`src/osd_text_cursor_writer_core_defines.svh`:
```
// assertion macros shared by the cursor writer rtl
// depends on: a clk and an active-low arst_n in the including module
`ifndef OSD_TEXT_CURSOR_WRITER_CORE_DEFINES_SVH
`define OSD_TEXT_CURSOR_WRITER_CORE_DEFINES_SVH

// property checked on every clock edge outside reset
`define OTCW_ASSERT(lbl, prop, msg) \
	lbl: assert property (@(posedge clk) disable iff (!arst_n) prop) else $error(msg);

// condition that must never be seen outside reset
`define OTCW_NEVER(lbl, cond, msg) \
	lbl: assert property (@(posedge clk) disable iff (!arst_n) !(cond)) else $error(msg);

`endif

```
`src/otcw_pkg.sv`:
```
// shared types, codes and the font lookup for the cursor writer
// depends on: nothing
`timescale 1ns / 1ps
`default_nettype none
package otcw_pkg;

	// default geometry
	localparam int DEF_COLUMNS  = 30;
	localparam int DEF_LAST_ROW = 15;

	// fixed row stride of the display memory
	localparam logic [8:0] ROW_STRIDE = 9'd30;

	// widths
	localparam int COL_W  = 5;
	localparam int ROW_W  = 4;
	localparam int ADDR_W = 9;

	// queue between front and back
	localparam int QDEPTH = 4;

	// operation codes
	typedef enum logic [1:0] {
		OP_PUT   = 2'd0,
		OP_HOME  = 2'd1,
		OP_CLEAR = 2'd2
	} op_t;

	// display register selects
	localparam logic [1:0] REG_MODE    = 2'd0;
	localparam logic [1:0] REG_ADDR_HI = 2'd1;
	localparam logic [1:0] REG_ADDR_LO = 2'd2;
	localparam logic [1:0] REG_DATA_IN = 2'd3;

	// data bytes
	localparam logic [7:0] END_MARK  = 8'hFF;
	localparam logic [7:0] CLEAR_CMD = 8'h04;
	localparam logic [7:0] MODE_OFF  = 8'h00;
	localparam logic [7:0] ATTR_RST  = 8'h01;
	localparam logic [7:0] CHAR_LF   = 8'h0A;
	localparam logic [7:0] CHAR_CR   = 8'h0D;

	// write sequence steps of one character
	localparam logic [2:0] STEP_ATTR     = 3'd0;
	localparam logic [2:0] STEP_ADDR_HI  = 3'd1;
	localparam logic [2:0] STEP_ADDR_LO  = 3'd2;
	localparam logic [2:0] STEP_CODE     = 3'd3;
	localparam logic [2:0] STEP_END      = 3'd4;
	localparam logic [2:0] STEP_MODE_OFF = 3'd5;

	// queued command kinds
	typedef enum logic {
		CMD_CLEAR = 1'b0,
		CMD_CHAR  = 1'b1
	} cmd_t;

	// one queued command
	typedef struct packed {
		cmd_t              kind;
		logic [ADDR_W-1:0] addr;
		logic [7:0]        code;
	} entry_t;

	// ascii to overlay font code, unmapped gives blank
	function automatic logic [7:0] font_code(input logic [7:0] c);
		logic [7:0] r;
		r = 8'h00;
		if (c == 8'd48)
			r = 8'h0a;
		else if (c > 8'd48 && c < 8'd58)
			r = c - 8'd48;
		else if (c > 8'd64 && c < 8'd91)
			r = c - 8'd54;
		else if (c > 8'd96 && c < 8'd123)
			r = c - 8'd60;
		else begin
			case (c)
				8'd34:   r = 8'h48;
				8'd39:   r = 8'h46;
				8'd40:   r = 8'h3f;
				8'd41:   r = 8'h40;
				8'd44:   r = 8'h45;
				8'd45:   r = 8'h49;
				8'd46:   r = 8'h41;
				8'd47:   r = 8'h47;
				8'd58:   r = 8'h44;
				8'd59:   r = 8'h43;
				8'd60:   r = 8'h4a;
				8'd62:   r = 8'h4b;
				8'd63:   r = 8'h42;
				default: r = 8'h00;
			endcase
		end
		return r;
	endfunction

endpackage
`default_nettype wire

```
`src/otcw_front.sv`:
```
// front end: accepts operations, keeps the cursor, classifies into commands
// depends on: otcw_pkg
`timescale 1ns / 1ps
`default_nettype none
module otcw_front #(
	parameter int COLUMNS  = otcw_pkg::DEF_COLUMNS,
	parameter int LAST_ROW = otcw_pkg::DEF_LAST_ROW
) (
	input  wire logic             clk,
	input  wire logic             arst_n,
	input  wire logic             accept,
	input  wire logic [1:0]       operation,
	input  wire logic [7:0]       char_code,
	output otcw_pkg::entry_t      wr_entry,
	output logic                  wr_en
);
	import otcw_pkg::*;

	logic [COL_W-1:0] col_q, col_d;
	logic [ROW_W-1:0] row_q, row_d;
	logic [ROW_W-1:0] row_next;
	logic             col_end;

	// wrapped row and line end
	assign row_next = (row_q >= ROW_W'(LAST_ROW)) ? '0 : row_q + 1'b1;
	assign col_end  = (col_q >= COL_W'(COLUMNS - 1));

	// classify and update cursor
	always_comb begin
		col_d         = col_q;
		row_d         = row_q;
		wr_en         = 1'b0;
		// command payload
		wr_entry.addr = ADDR_W'(row_q) * ROW_STRIDE + ADDR_W'(col_q);
		wr_entry.code = font_code(char_code);
		wr_entry.kind = CMD_CHAR;
		unique case (op_t'(operation))
			OP_PUT: begin
				if (char_code == CHAR_LF) begin
					row_d = row_next;
					col_d = '0;
				end else if (char_code == CHAR_CR) begin
					col_d = '0;
				end else begin
					wr_en = accept;
					if (col_end) begin
						col_d = '0;
						row_d = row_next;
					end else begin
						col_d = col_q + 1'b1;
					end
				end
			end
			OP_HOME: begin
				col_d = '0;
				row_d = '0;
			end
			OP_CLEAR: begin
				wr_en         = accept;
				wr_entry.kind = CMD_CLEAR;
				col_d         = '0;
				row_d         = '0;
			end
			default: begin
				col_d = col_q;
				row_d = row_q;
			end
		endcase
	end

	// cursor registers
	always_ff @(posedge clk or negedge arst_n) begin
		if (!arst_n) begin
			col_q <= '0;
			row_q <= '0;
		end else if (accept) begin
			col_q <= col_d;
			row_q <= row_d;
		end
	end

endmodule
`default_nettype wire

```
`src/otcw_queue.sv`:
```
// short command queue between front and back
// depends on: otcw_pkg, assertion macro header
`timescale 1ns / 1ps
`default_nettype none
`include "osd_text_cursor_writer_core_defines.svh"
module otcw_queue (
	input  wire logic             clk,
	input  wire logic             arst_n,
	input  wire logic             wr_en,
	input  otcw_pkg::entry_t      wr_entry,
	output logic                  full,
	input  wire logic             rd_en,
	output otcw_pkg::entry_t      rd_entry,
	output logic                  rd_valid
);
	import otcw_pkg::*;

	localparam int PTR_W = $clog2(QDEPTH);

	entry_t           mem_q [QDEPTH];
	logic [PTR_W-1:0] wptr_q, rptr_q;
	logic [PTR_W:0]   count_q;
	logic             do_rd;

	// status
	assign full     = (count_q == (PTR_W+1)'(QDEPTH));
	assign rd_valid = (count_q != '0);
	assign rd_entry = mem_q[rptr_q];
	assign do_rd    = rd_en && rd_valid;

	// storage
	always_ff @(posedge clk) begin
		if (wr_en)
			mem_q[wptr_q] <= wr_entry;
	end

	// pointers and fill count
	always_ff @(posedge clk or negedge arst_n) begin
		if (!arst_n) begin
			wptr_q  <= '0;
			rptr_q  <= '0;
			count_q <= '0;
		end else begin
			if (wr_en)
				wptr_q <= (wptr_q == PTR_W'(QDEPTH - 1)) ? '0 : wptr_q + 1'b1;
			if (do_rd)
				rptr_q <= (rptr_q == PTR_W'(QDEPTH - 1)) ? '0 : rptr_q + 1'b1;
			if (wr_en && !do_rd)
				count_q <= count_q + 1'b1;
			else if (!wr_en && do_rd)
				count_q <= count_q - 1'b1;
		end
	end

	`OTCW_NEVER(a_no_overflow, wr_en && full, "queue written while full")
	`OTCW_NEVER(a_count_range, count_q > (PTR_W+1)'(QDEPTH), "queue count out of range")

endmodule
`default_nettype wire

```
`src/otcw_back.sv`:
```
// back end: expands queued commands into display register words
// depends on: otcw_pkg, assertion macro header
`timescale 1ns / 1ps
`default_nettype none
`include "osd_text_cursor_writer_core_defines.svh"
module otcw_back (
	input  wire logic             clk,
	input  wire logic             arst_n,
	input  wire logic [7:0]       attr,
	input  otcw_pkg::entry_t      hd_entry,
	input  wire logic             hd_valid,
	output logic                  hd_pop,
	output logic                  empty,
	input  wire logic             pop,
	output logic [1:0]            target_register,
	output logic [7:0]            write_data,
	output logic                  last_of_run
);
	import otcw_pkg::*;

	logic [2:0] step_q;
	logic       out_valid_q;
	logic       load;
	logic [1:0] res_reg;
	logic [7:0] res_data;
	logic       res_last;
	logic       res_done;

	// output register frees when empty or being taken
	assign load   = !out_valid_q || pop;
	assign empty  = !out_valid_q;
	assign hd_pop = load && hd_valid && res_done;

	// word for the current step
	always_comb begin
		res_reg  = REG_MODE;
		res_data = CLEAR_CMD;
		res_last = 1'b1;
		res_done = 1'b1;
		if (hd_entry.kind == CMD_CHAR) begin
			res_last = 1'b0;
			res_done = 1'b0;
			unique case (step_q)
				STEP_ATTR: begin
					res_reg  = REG_MODE;
					res_data = attr;
				end
				STEP_ADDR_HI: begin
					res_reg  = REG_ADDR_HI;
					res_data = 8'(hd_entry.addr >> 8);
				end
				STEP_ADDR_LO: begin
					res_reg  = REG_ADDR_LO;
					res_data = hd_entry.addr[7:0];
				end
				STEP_CODE: begin
					res_reg  = REG_DATA_IN;
					res_data = hd_entry.code;
				end
				STEP_END: begin
					res_reg  = REG_DATA_IN;
					res_data = END_MARK;
				end
				STEP_MODE_OFF: begin
					res_reg  = REG_MODE;
					res_data = MODE_OFF;
					res_last = 1'b1;
					res_done = 1'b1;
				end
				default: begin
					res_reg  = REG_MODE;
					res_data = MODE_OFF;
					res_last = 1'b1;
					res_done = 1'b1;
				end
			endcase
		end
	end

	// step counter and output valid
	always_ff @(posedge clk or negedge arst_n) begin
		if (!arst_n) begin
			step_q      <= STEP_ATTR;
			out_valid_q <= 1'b0;
		end else if (load) begin
			out_valid_q <= hd_valid;
			if (hd_valid)
				step_q <= res_done ? STEP_ATTR : step_q + 1'b1;
		end
	end

	// output word
	always_ff @(posedge clk) begin
		if (load && hd_valid) begin
			target_register <= res_reg;
			write_data      <= res_data;
			last_of_run     <= res_last;
		end
	end

	`OTCW_NEVER(a_step_range, step_q > STEP_MODE_OFF, "step counter out of range")
	`OTCW_NEVER(a_mid_run_head, step_q != STEP_ATTR && !(hd_valid && hd_entry.kind == CMD_CHAR),
		"character run lost its queue entry")
	`OTCW_ASSERT(a_stall_holds_step, (out_valid_q && !pop) |=> $stable(step_q),
		"step moved while output stalled")

endmodule
`default_nettype wire

```
`src/osd_text_cursor_writer_core.sv`:
```
// Text overlay cursor writer.
// Input side is a queue: present operation and char_code with push while full
// is low. Operation put character, home cursor or clear screen. Result side is
// a queue: while empty is low the oldest word (target_register, write_data,
// last_of_run) is shown and is taken with pop.
// A printable character gives six display register words, clear gives one,
// newline, carriage return and home only move the cursor and give none, the
// unused operation code changes nothing. The cursor is updated as the item is
// taken, so such items go in at one per cycle while full is low.
// The first word of an item passes through the command queue and then the output
// register before it shows. The back end sends one word per cycle while pop keeps
// up; a four-entry command queue lets the input run ahead while words wait.
// A stalled pop holds the current word and the back end; the input stalls
// only once the command queue fills.
// cfg_we/cfg_wdata write the attribute byte (reset 1), to be written when idle.
// Reset clears the cursor to the top left, empties the queue and the output.
// depends on: otcw_pkg, otcw_front, otcw_queue, otcw_back
`timescale 1ns / 1ps
`default_nettype none
module osd_text_cursor_writer_core #(
	parameter int COLUMNS  = otcw_pkg::DEF_COLUMNS,
	parameter int LAST_ROW = otcw_pkg::DEF_LAST_ROW
) (
	input  wire logic       clk,
	input  wire logic       arst_n,
	input  wire logic       cfg_we,
	input  wire logic [7:0] cfg_wdata,
	input  wire logic       push,
	output logic            full,
	input  wire logic [1:0] operation,
	input  wire logic [7:0] char_code,
	output logic            empty,
	input  wire logic       pop,
	output logic [1:0]      target_register,
	output logic [7:0]      write_data,
	output logic            last_of_run
);
	import otcw_pkg::*;

	logic   [7:0] attr_q;
	logic         accept;
	logic         q_wr;
	entry_t       q_wentry;
	entry_t       q_hd;
	logic         q_valid;
	logic         q_pop;

	assign accept = push && !full;

	// attribute register
	always_ff @(posedge clk or negedge arst_n) begin
		if (!arst_n)
			attr_q <= ATTR_RST;
		else if (cfg_we)
			attr_q <= cfg_wdata;
	end

	otcw_front #(
		.COLUMNS  (COLUMNS),
		.LAST_ROW (LAST_ROW)
	) u_front (
		.clk       (clk),
		.arst_n    (arst_n),
		.accept    (accept),
		.operation (operation),
		.char_code (char_code),
		.wr_entry  (q_wentry),
		.wr_en     (q_wr)
	);

	otcw_queue u_queue (
		.clk      (clk),
		.arst_n   (arst_n),
		.wr_en    (q_wr),
		.wr_entry (q_wentry),
		.full     (full),
		.rd_en    (q_pop),
		.rd_entry (q_hd),
		.rd_valid (q_valid)
	);

	otcw_back u_back (
		.clk             (clk),
		.arst_n          (arst_n),
		.attr            (attr_q),
		.hd_entry        (q_hd),
		.hd_valid        (q_valid),
		.hd_pop          (q_pop),
		.empty           (empty),
		.pop             (pop),
		.target_register (target_register),
		.write_data      (write_data),
		.last_of_run     (last_of_run)
	);

endmodule
`default_nettype wire
```
`config.mk`:
```
export PLATFORM = sky130hd
export DESIGN_NAME = osd_text_cursor_writer_core
export DESIGN_NICKNAME = d
export VERILOG_FILES = /design/src/otcw_pkg.sv /design/src/otcw_front.sv /design/src/otcw_queue.sv /design/src/otcw_back.sv /design/src/osd_text_cursor_writer_core.sv
export VERILOG_INCLUDE_DIRS = /design/src /design/src/src
export SDC_FILE = /design/constraint.sdc
export NUM_CORES = 1
export LEC_CHECK = 0
export ABC_AREA = 1
export BUFFER_PORTS_ARGS = -buffer_cell sky130_fd_sc_hd__buf_4
export CORE_ASPECT_RATIO = 1.25
export CORE_MARGIN = 4
export CORE_UTILIZATION = 42
export CTS_CLUSTER_SIZE = 8
export DETAILED_ROUTE_END_ITERATION = 16
export GPL_TIMING_DRIVEN = 0
export PLACE_DENSITY = 0.61
export SLEW_MARGIN = 20
export SYNTH_ARGS = -nofsm -noshare
export SYNTH_HDL_FRONTEND = slang
export SYNTH_HIERARCHICAL = 1
export SYNTH_SLANG_ARGS = --single-unit
```
`constraint.sdc`:
```
create_clock -name clk -period 4.8 [get_ports clk]
set_clock_uncertainty 0.05 [all_clocks]
set_input_delay 0.24 -clock clk [delete_from_list [all_inputs] [get_ports clk]]
set_output_delay 0.24 -clock clk [all_outputs]
set_load 0.05 [all_outputs]
```
**Yosys cells after proc, flatten, opt, wreduce, memory -nomap -nowiden**

Memories as Yosys holds them, arrays and structs flattened.
Cells that the tools add are included.

- Flip-flop bits (word level): 39
- Latch bits: 0
- Bits in writable memories: 72
- Bits in read-only memories: 448
- Input bits: 23
- Output and inout bits: 13
- Word-level logic and storage cells: 102
- Memories kept: 2

- $add $sub $neg: 11
- Multipliers: 1
- Div/mod/pow operators: 0
- $lt $le $gt $ge: 8
- Equal/unequal tests: 14
- Shift operators: 0
- Muxes and demuxes: 29
- Bitwise logic cells: 0
- Reduce and logical (&&, ||, !) cells: 26

Memory list:

| name | words | bits a word | read ports | clocked after memory_dff | wr ports | RTL line | text |
|---|---|---|---|---|---|---|---|
| (name not given) | 64 | 7 | 1 | 0 | 0 | otcw_pkg.sv:77 | `case (c)` |
| u_queue.mem_q | 4 | 18 | 1 | 0 | 1 | otcw_queue.sv:20 | `entry_t mem_q [QDEPTH];` |

Operators with widths:

| operator | number |
|---|---|
| 8-bit two-way mux | 5 |
| 8-bit one-hot mux with 5 select lines | 1 |
| 8-bit by 6-bit subtractor with 8-bit output, second input constant | 3 |
| 8-bit by 4-bit equality test with 1-bit output, second input constant | 2 |
| 8-bit by 7-bit greater-than comparator with 1-bit output, second input constant | 2 |
| 8-bit by 7-bit less-than comparator with 1-bit output, second input constant | 2 |
| 4-bit two-way mux | 4 |
| 5-bit two-way mux | 3 |
| 5-bit one-hot mux with 2 select lines | 1 |
| 9-bit by 5-bit adder with 9-bit output | 1 |
| 1-bit logical AND | 9 |
| 3-bit two-way mux | 3 |
| 8-bit by 6-bit equality test with 1-bit output, second input constant | 1 |
| 8-bit by 6-bit greater-than comparator with 1-bit output, second input constant | 1 |
| 8-bit by 6-bit less-than comparator with 1-bit output, second input constant | 1 |
| 4-bit by 4-bit multiplier with 8-bit output, second input constant | 1 |
| 4-bit one-hot mux with 2 select lines | 1 |
| 1-bit two-way mux | 7 |
| 3-bit by 1-bit adder with 3-bit output, second input constant | 2 |
| 2-bit equality test, second input constant | 3 |
| 3-bit by 2-bit equality test with 1-bit output, second input constant | 2 |
| 3-bit equality test, second input constant | 2 |
| 2-bit one-hot mux with 3 select lines | 1 |
| 5-bit by 1-bit adder with 5-bit output, second input constant | 1 |
| other kinds (21) | 30 |

**Logic depth before layout (Yosys ltp)**

Gate-level depths: netlist of run 1.

- Word-level depth: 10
- Depth in mapped cells: 17
- Mapped depth without buffers: 16

**Modules after synthesis**

The synthesis of run 1 kept the hierarchy.

Modules (own cells, without submodules):

| module | times used | cells an instance | area each (um^2) | sequential area each (um^2) |
|---|---|---|---|---|
| otcw_queue | 1 | 264 | 3,328.2 | 2,337.2 |
| otcw_front | 1 | 310 | 2,068.2 | 225.2 |
| otcw_back | 1 | 116 | 919.6 | 430.4 |
| osd_text_cursor_writer_core | 1 | 36 | 314.1 | 201.4 |

**Worst setup path before layout of run 1**

No wires, ideal clock.

- Path type: register to register
- From: reg u_front.row_q[2]
- To: mem u_queue/mem_q[0][15] in the netlist's numbering, data pin
- Setup time: 180 ps
- Arrival: 3,019 ps
- Required time: 4,570 ps
- Slack: 1,551 ps
- Stages on the path, launching flop included: 12
- Buffers on the path: 0
- Period minus slack after synthesis: 3,249 ps
- Cells stage by stage: dfrtp_1 > fa_1 > inv_1 > fa_1 > fa_1 > inv_1 > ha_1 > nand3_1 > nand3_1 > nand2_1 > nor2_1 > xor2_1

RTL lines:

| item | RTL line | text |
|---|---|---|
| start: declaration | otcw_front.sv:20 | `logic [ROW_W-1:0] row_q, row_d;` |
| start signal: assignment | otcw_front.sv:78 | `row_q <= row_d;` |
| end: declaration | otcw_queue.sv:20 |  |

==> flow_metrics.py, run 1 <==
metrics = {
    "logic_synthesis": {
        "synth_fp_nets": 801,
        "syn_area_um2": 6630,
        "yosysWarnings": 6,
        "seq_area_frac_synth": 0.482,
        "synthCells": 726,
        "yosysUniqueCellTypes": 40,
        "postSynthAreaPerCell_um2": 9.13,
        "ys_ff_latch": 111,
    },
    "die": {
        "boundaryPins": 36,
        "rows": 51,
        "die_area_um2": 17900,
        "die-width_um": 120,
        "start_util": 0.428,
        "fp.dieH_um": 148,
        "core-area_um2": 15500,
    },
    "clocking": {
        "postCtsSetupRepairBufs": 0,
        "clockBufferDepth": 2,
        "htreeDepth": 3,
        "path_clk_slew_ns": 0.07,
        "cts-resized-gates": 0,
        "cts_buffers": 9,
        "clockRootBuffer": "clkbuf_16",
        "clk_latency_ns": 0.36,
        "cts.sinks": 111,
        "cts_tree": "built",
    },
    "final_layout": {
        "drive_gt1_frac": 0.140,
        "diodes": 0,
        "syn_to_final_growth_pct": 13.0,
        "fin_util": 0.483,
        "nets": 847,
    },
    "worst_setup_path": {
        "arrival_ns": 3.58,
        "crit_path_end_kind": "flip-flop",
        "reg2reg_from": "u_front/row_q[2]",
        "worstSetupStartpointType": "flip-flop",
        "cp.required_ns": 4.91,
        "reg2reg_depth": 11,
        "critPathMaxFanout": 10,
        "rrSetupSlack_ns": 1.33,
        "critPathKind": "flip-flop to flip-flop",
        "worstReg2RegEnd": "u_queue/mem_q[2][15]",
    },
    "placed_design": {
        "gp_congestion": 0.830,
        "dpl.hpwl_um": 10600,
        "io_buffers": 34,
    },
    "worst_hold_path": {
        "min_to": "attr_q[3]",
        "hold_class": "input port to flip-flop",
        "min_from": "cfg_wdata[3]",
        "holdPathStages": 3,
    },
    "timing": {
        "setup_violations": 0,
        "hold_violations": 0,
        "rsz0062_at_grt": "no",
        "layout_min_cycle_time_ns": 3.47,
        "worstMarginPinSlew_ns": 0.864,
        "period_share": 0.722,
        "tns_ns": 0,
        "final_max_slew_viol_count": 0,
        "max_freq_ghz": 0.289,
        "relSlewSlack": 0.423,
    },
    "drt": {
        "drt_wl_total_um": 14200,
        "drt-vias-per-instance": 4.97,
        "vias": 4917,
        "avgRoutedWirePerCell_um": 14.4,
        "ant_nets": 0,
        "initialDrtViolationCount": 248,
        "route.detailed.drc": 0,
        "first_pass_iters": 5,
    },
    "global_route": {
        "antenna_found_initial": 0,
        "grt-ovfl-total": 0,
        "grt_max_degree": 29,
        "gr-usage-all-layers": 0.167,
        "grt_pass1_wl_um": 23400,
        "grt_pass1_vias": 4895,
    },
    "outcome": {
        "status": "finished, final reports clean",
    },
    "power": {
        "ir_drop_mv": 0.223,
        "powerDensity_nw_per_um2": 551,
        "leakage_nw": 3.54,
    },
    "job": {
        "drv_cap": 0,
    },
}
-- power by group --
part | leakage, nW | switching (mW) | internal, mW
Combinational | 2.26 | 1.20 | 0.620
Sequential | 1.12 | 0.126 | 1.36
Clock | 0.158 | 0.353 | 0.465
Total | 3.54 | 1.68 | 2.45
-- cell usage after synthesis, drive strengths merged --
library cell / count / area [um^2]
nand2: 215 / 830
inv: 122 / 468
edfxtp: 83 / 2490
nor2: 55 / 219
ha: 45 / 563
nand3: 42 / 255
o211ai: 37 / 293
dfrtp: 27 / 676
a21oi: 18 / 93.8
buf: 18 / 166
nand4: 14 / 93.8
o21ai: 14 / 73.8
xor2: 9 / 78.8
fa: 7 / 140
nor3: 5 / 35.0
xnor2: 4 / 35.0
nand3b: 3 / 35.0
nor4: 2 / 12.5
o22ai: 2 / 12.5
a21boi: 1 / 11.3
a31oi: 1 / 6.26
clkbuf: 1 / 13.8
dfstp: 1 / 26.3
-- timing repair --
| item | 4_1_cts | 5_1_grt |
|---|---|---|
| endpoints found under the hold margin | 27 | 0 |
| hold buffers | 1 | 0 |
| setup endpoints to repair | 0 | 0 |
-- critical path, cell delays in order (launching register included) --
cell and delay (ns):
dfrtp_1 0.52, fa_1 0.57, inv_1 0.06, fa_1 0.49
fa_1 0.55, inv_1 0.04, ha_1 0.34, nand3_1 0.09
nand3_1 0.11, nand2_1 0.06, nor2_1 0.13, xor2_1 0.26
-- cell families (layout without fill, tap and decap cells) --
| family | after synthesis | in the layout | share of synthesized area |
|---|---|---|---|
| compound gates | 73 | 73 | 0.0740 |
| xor+xnor | 13 | 13 | 0.0172 |
| fa+ha+maj | 52 | 52 | 0.106 |
| buf+inv | 141 | 192 | 0.0978 |
| flops | 111 | 111 | 0.482 |
| simple gates | 336 | 336 | 0.223 |
-- sequential cells by signal, summed over array words and instances (netlist names) --
signal / cells
u_front/row_q: 4
u_queue/mem_q: 72
u_queue/rptr_q: 2
u_queue/count_q: 3
u_front/col_q: 5
u_back/step_q: 3
attr_q: 8
u_back/write_data: 8
u_back/last_of_run: 1
u_queue/wptr_q: 2
u_back/out_valid_q: 1
u_back/target_register: 2
-- final cells by class --
type	count	area, um^2
inverters	122	468
repair buffers	35	265
clock buffers	9	225
fillers	1476	8020
well taps	212	265
multi-input cells	474	2790
clock inverters	7	105
flip-flops and latches	111	3190
plain buffers	19	180
-- cells in the final DEF, fill, tap and decap left out, drive strengths merged, types with 4 or more instances in the layout --
| cell | n |
|---|---|
| nand2 | 215 |
| inv | 124 |
| edfxtp | 83 |
| nor2 | 55 |
| buf | 52 |
| ha | 45 |
| nand3 | 42 |
| o211ai | 37 |
| dfrtp | 27 |
| a21oi | 18 |
| nand4 | 14 |
| o21ai | 14 |
| clkbuf | 10 |
| xor2 | 9 |
| fa | 7 |
| nor3 | 5 |
| xnor2 | 4 |
-- metrics by stage --
stage | setup slack (ns) | cell area (um^2) | instances | power [mW] | hold slack (ns)
after global placement | 1.37 | 7150 | 972 | 3.28 | 0.152
after detailed placement | 1.32 | 7150 | 972 | 3.34 | 0.157
after CTS | 1.31 | 7490 | 989 | 4.17 | 0.0256
final | 1.33 | 7490 | 989 | 4.13 | 0.0341
after global routing | 1.13 | 7490 | 989 | 4.45 | 0.0372
after floorplan | 1.55 | 6630 | 726 | 2.84 | -0.106
-- how the worst max path moves through the flow --
stage,slack (ns),endpoint,from,depth (start not counted)
5_1_grt,1.13,u_queue/mem_q[0][15],u_front/row_q[2],11
3_3_place_gp,1.37,u_queue/mem_q[1][15],u_front/row_q[2],11
4_1_cts,1.31,u_queue/mem_q[0][15],u_front/row_q[2],11
3_5_place_dp,1.32,u_queue/mem_q[3][15],u_front/row_q[2],11
2_1_floorplan,1.55,u_queue/mem_q[0][15],u_front/row_q[2],11
6_report,1.33,u_queue/mem_q[2][15],u_front/row_q[2],11
-- per-layer routing --
| metal | vias up | part of all wire | track usage |
|---|---|---|---|
| met4 | 0 | 0.024 | 0.0697 |
| met5 | - | 0 | 0 |
| met1 | 2327 | 0.41 | 0.189 |
| met3 | 24 | 0.044 | 0.0320 |
| met2 | 110 | 0.53 | 0.305 |
| li1 | 2456 | - | - |
(Power assumes the default switching activity.)
==> run 2: changes to the inputs <==
--- a/config.mk
+++ b/config.mk
@@ -14,7 +14,7 @@
 export CTS_CLUSTER_SIZE = 8
 export DETAILED_ROUTE_END_ITERATION = 16
 export GPL_TIMING_DRIVEN = 0
-export PLACE_DENSITY = 0.61
+export PLACE_DENSITY = 0.64
 export SLEW_MARGIN = 20
 export SYNTH_ARGS = -nofsm -noshare
 export SYNTH_HDL_FRONTEND = slang
==> constraint.sdc (replaced) <==
create_clock -name clk -period 3.15 [get_ports clk]
set_clock_uncertainty 0.05 [all_clocks]
set_input_delay 0.1575 -clock clk [delete_from_list [all_inputs] [get_ports clk]]
set_output_delay 0.1575 -clock clk [all_outputs]
set_load 0.05 [all_outputs]
==> flow_metrics.py, run 2 (synthesized netlist as in run 1, its figures left out) <==
metrics = {
    "final_layout": {
        "nets": 863,
        "syn_to_final_growth_pct": 15.0,
        "drive_gt1_frac": 0.163,
        "mostFrequentLayoutCells": "nand2_1, inv_1, edfxtp_1",
        "ff_latch_area_um2": 3200,
        "top_regs": "u_queue/mem_q: 72 flops, attr_q: 8 flops, u_back/write_data: 8 flops",
        "largest_register_ffs": 72,
        "multiInputGateArea_um2": 2850,
        "top_register": "u_queue/mem_q",
        "mostFrequentLayoutCell": "nand2_1",
        "fillers": 1448,
        "diodes": 0,
    },
    "placed_design": {
        "io_buffers": 34,
        "gp_congestion": 0.856,
        "preCtsSetupSlack_ns": -0.214,
        "dpl.hpwl_um": 9920,
    },
    "timing": {
        "relSlewSlack": 0.418,
        "period_share": 0.989,
        "final_max_slew_viol_count": 0,
        "rsz0062_at_grt": "yes",
        "hold_violations": 0,
        "setup_violations": 0,
        "layout_min_cycle_time_ns": 3.12,
        "max_freq_ghz": 0.321,
        "layout_setup_ws_ns": 0.0348,
        "worstMarginPinSlew_ns": 0.871,
    },
    "clocking": {
        "cts_tree": "built",
        "clockBufferDepth": 2,
        "cts.sinks": 111,
        "path_clk_slew_ns": 0.07,
        "clockRootBuffer": "clkbuf_16",
        "cts_buffers": 9,
        "clk_latency_ns": 0.35,
        "htreeDepth": 3,
    },
    "drt": {
        "vias": 4793,
        "drt_wl_total_um": 13900,
        "avgRoutedWirePerCell_um": 13.9,
        "first_pass_iters": 5,
        "initialDrtViolationCount": 293,
        "drt-vias-per-instance": 4.77,
        "ant_nets": 0,
        "route.detailed.drc": 0,
    },
    "worst_setup_path": {
        "crit_chain": "fa_1 > inv_1 > fa_1 > fa_1 > inv_2 > ha_4 > nand2_2 > nand3_2 > buf_4 > xor2_1",
        "rrSetupSlack_ns": 0.03,
        "arrival_ns": 3.13,
        "worstReg2RegEnd": "u_queue/mem_q[0][13]",
        "slowest_delay_ns": 0.55,
        "worstSetupStartpointType": "flip-flop",
        "critPathKind": "flip-flop to flip-flop",
        "critPathMaxFanout": 4,
        "reg2reg_depth": 10,
        "cp.required_ns": 3.17,
        "slowest_stage": "fa_1",
        "crit_path_end_kind": "flip-flop",
        "crit_top_cell": "fa_1",
        "reg2reg_from": "u_front/row_q[2]",
    },
    "die": {
        "fp.dieH_um": 148,
        "die_area_um2": 17900,
        "start_util": 0.428,
        "die-width_um": 120,
        "core-area_um2": 15500,
        "rows": 51,
        "boundaryPins": 36,
    },
    "global_route": {
        "grt_max_degree": 29,
        "grt_pass1_vias": 4624,
        "grt-ovfl-total": 0,
        "grt_pass1_wl_um": 22400,
        "gr-usage-all-layers": 0.160,
        "antenna_found_initial": 0,
    },
    "power": {
        "leakage_nw": 3.58,
        "powerDensity_nw_per_um2": 819,
        "ir_drop_mv": 0.431,
        "finalPower_mw": 6.24,
    },
    "job": {
        "drv_cap": 0,
    },
    "worst_hold_path": {
        "min_from": "cfg_we",
        "holdPathStages": 3,
        "hold_class": "input port to flip-flop",
        "min_to": "attr_q[7]",
    },
    "outcome": {
        "status": "finished, final reports clean",
    },
}
-- run 2: cell types whose count changed in the layout (fill, tap and decap cells not counted), moves of 3 or more --
cell / delta
dfrtp_2: +3
nand2_1: -6
nand2_2: +6
buf_4: +7
dlygate4sd3_1: +9
dfrtp_1: -3
-- run 2: power breakdown --
part	internal, mW	switching, mW
combinational	1.07	1.91
sequential	2.08	0.162
clock	0.530	0.486
total	3.68	2.56
-- run 2: routing by layer --
layer	GRT usage	wire (um)	vias up
met2	0.287	7120	100
met5	0	0	-
met3	0.0190	496	21
met4	0.0675	280	0
met1	0.193	6020	2190
li1	-	-	2482
-- run 2: worst max path at each step --
| stage | endpoint | slack [ns] | from | cells past startpoint |
|---|---|---|---|---|
| finish | u_queue/mem_q[0][13] | 0.03 | u_front/row_q[2] | 10 |
| global route | u_queue/mem_q[3][15] | -0.08 | u_front/row_q[2] | 11 |
| CTS | u_queue/mem_q[0][15] | -0.05 | u_front/row_q[2] | 11 |
| detailed placement | u_queue/mem_q[0][15] | -0.21 | u_front/row_q[1] | 11 |
| global placement | u_queue/mem_q[3][15] | -0.17 | u_front/row_q[1] | 11 |
| floorplan | u_queue/mem_q[0][15] | 0.01 | u_front/row_q[0] | 11 |
-- run 2: worst max-delay path: cells and delay by family, from the launching register on --
kind                       cells  cell delay [ns]
DFF                            1             0.43
buffers and inverters          3             0.25
xor gates and xnor gates       1             0.16
and+or+nand+nor                2             0.18
adders and majority gates      4             1.78
-- run 2: layout make-up --
cell class / count / area share
Tap cell: 212 / 0.0348
Inverter: 122 / 0.0614
Clock inverter: 4 / 0.00328
Sequential cell: 111 / 0.419
Clock buffer: 11 / 0.0305
Multi-Input combinational cell: 474 / 0.373
Timing Repair Buffer: 51 / 0.0535
Buffer: 19 / 0.0236
-- run 2: repair_timing --
action                     in CTS  in global routing
setup endpoints to repair      16                 16
hold buffers                   10                  0
pin swaps                       5                  4
buffers inserted                6                  1
hold endpoints to repair       35                  0
gates resized for setup         4                 10
-- run 2: through the flow --
| step | instance area (um^2) | TNS (ns) | hold WS (ns) | utilization | cells |
|---|---|---|---|---|---|
| global route | 7620 | -0.814 | 0.0193 | 0.492 | 1004 |
| finish | 7620 | 0 | 0.0173 | 0.492 | 1004 |
| CTS | 7580 | -0.206 | 0.00544 | 0.489 | 1003 |
| floorplan | 6650 | 0 | -0.188 | - | 726 |
| global placement | 7170 | -0.998 | 0.0778 | 0.462 | 972 |
| detailed placement | 7170 | -1.65 | 0.0769 | 0.462 | 972 |
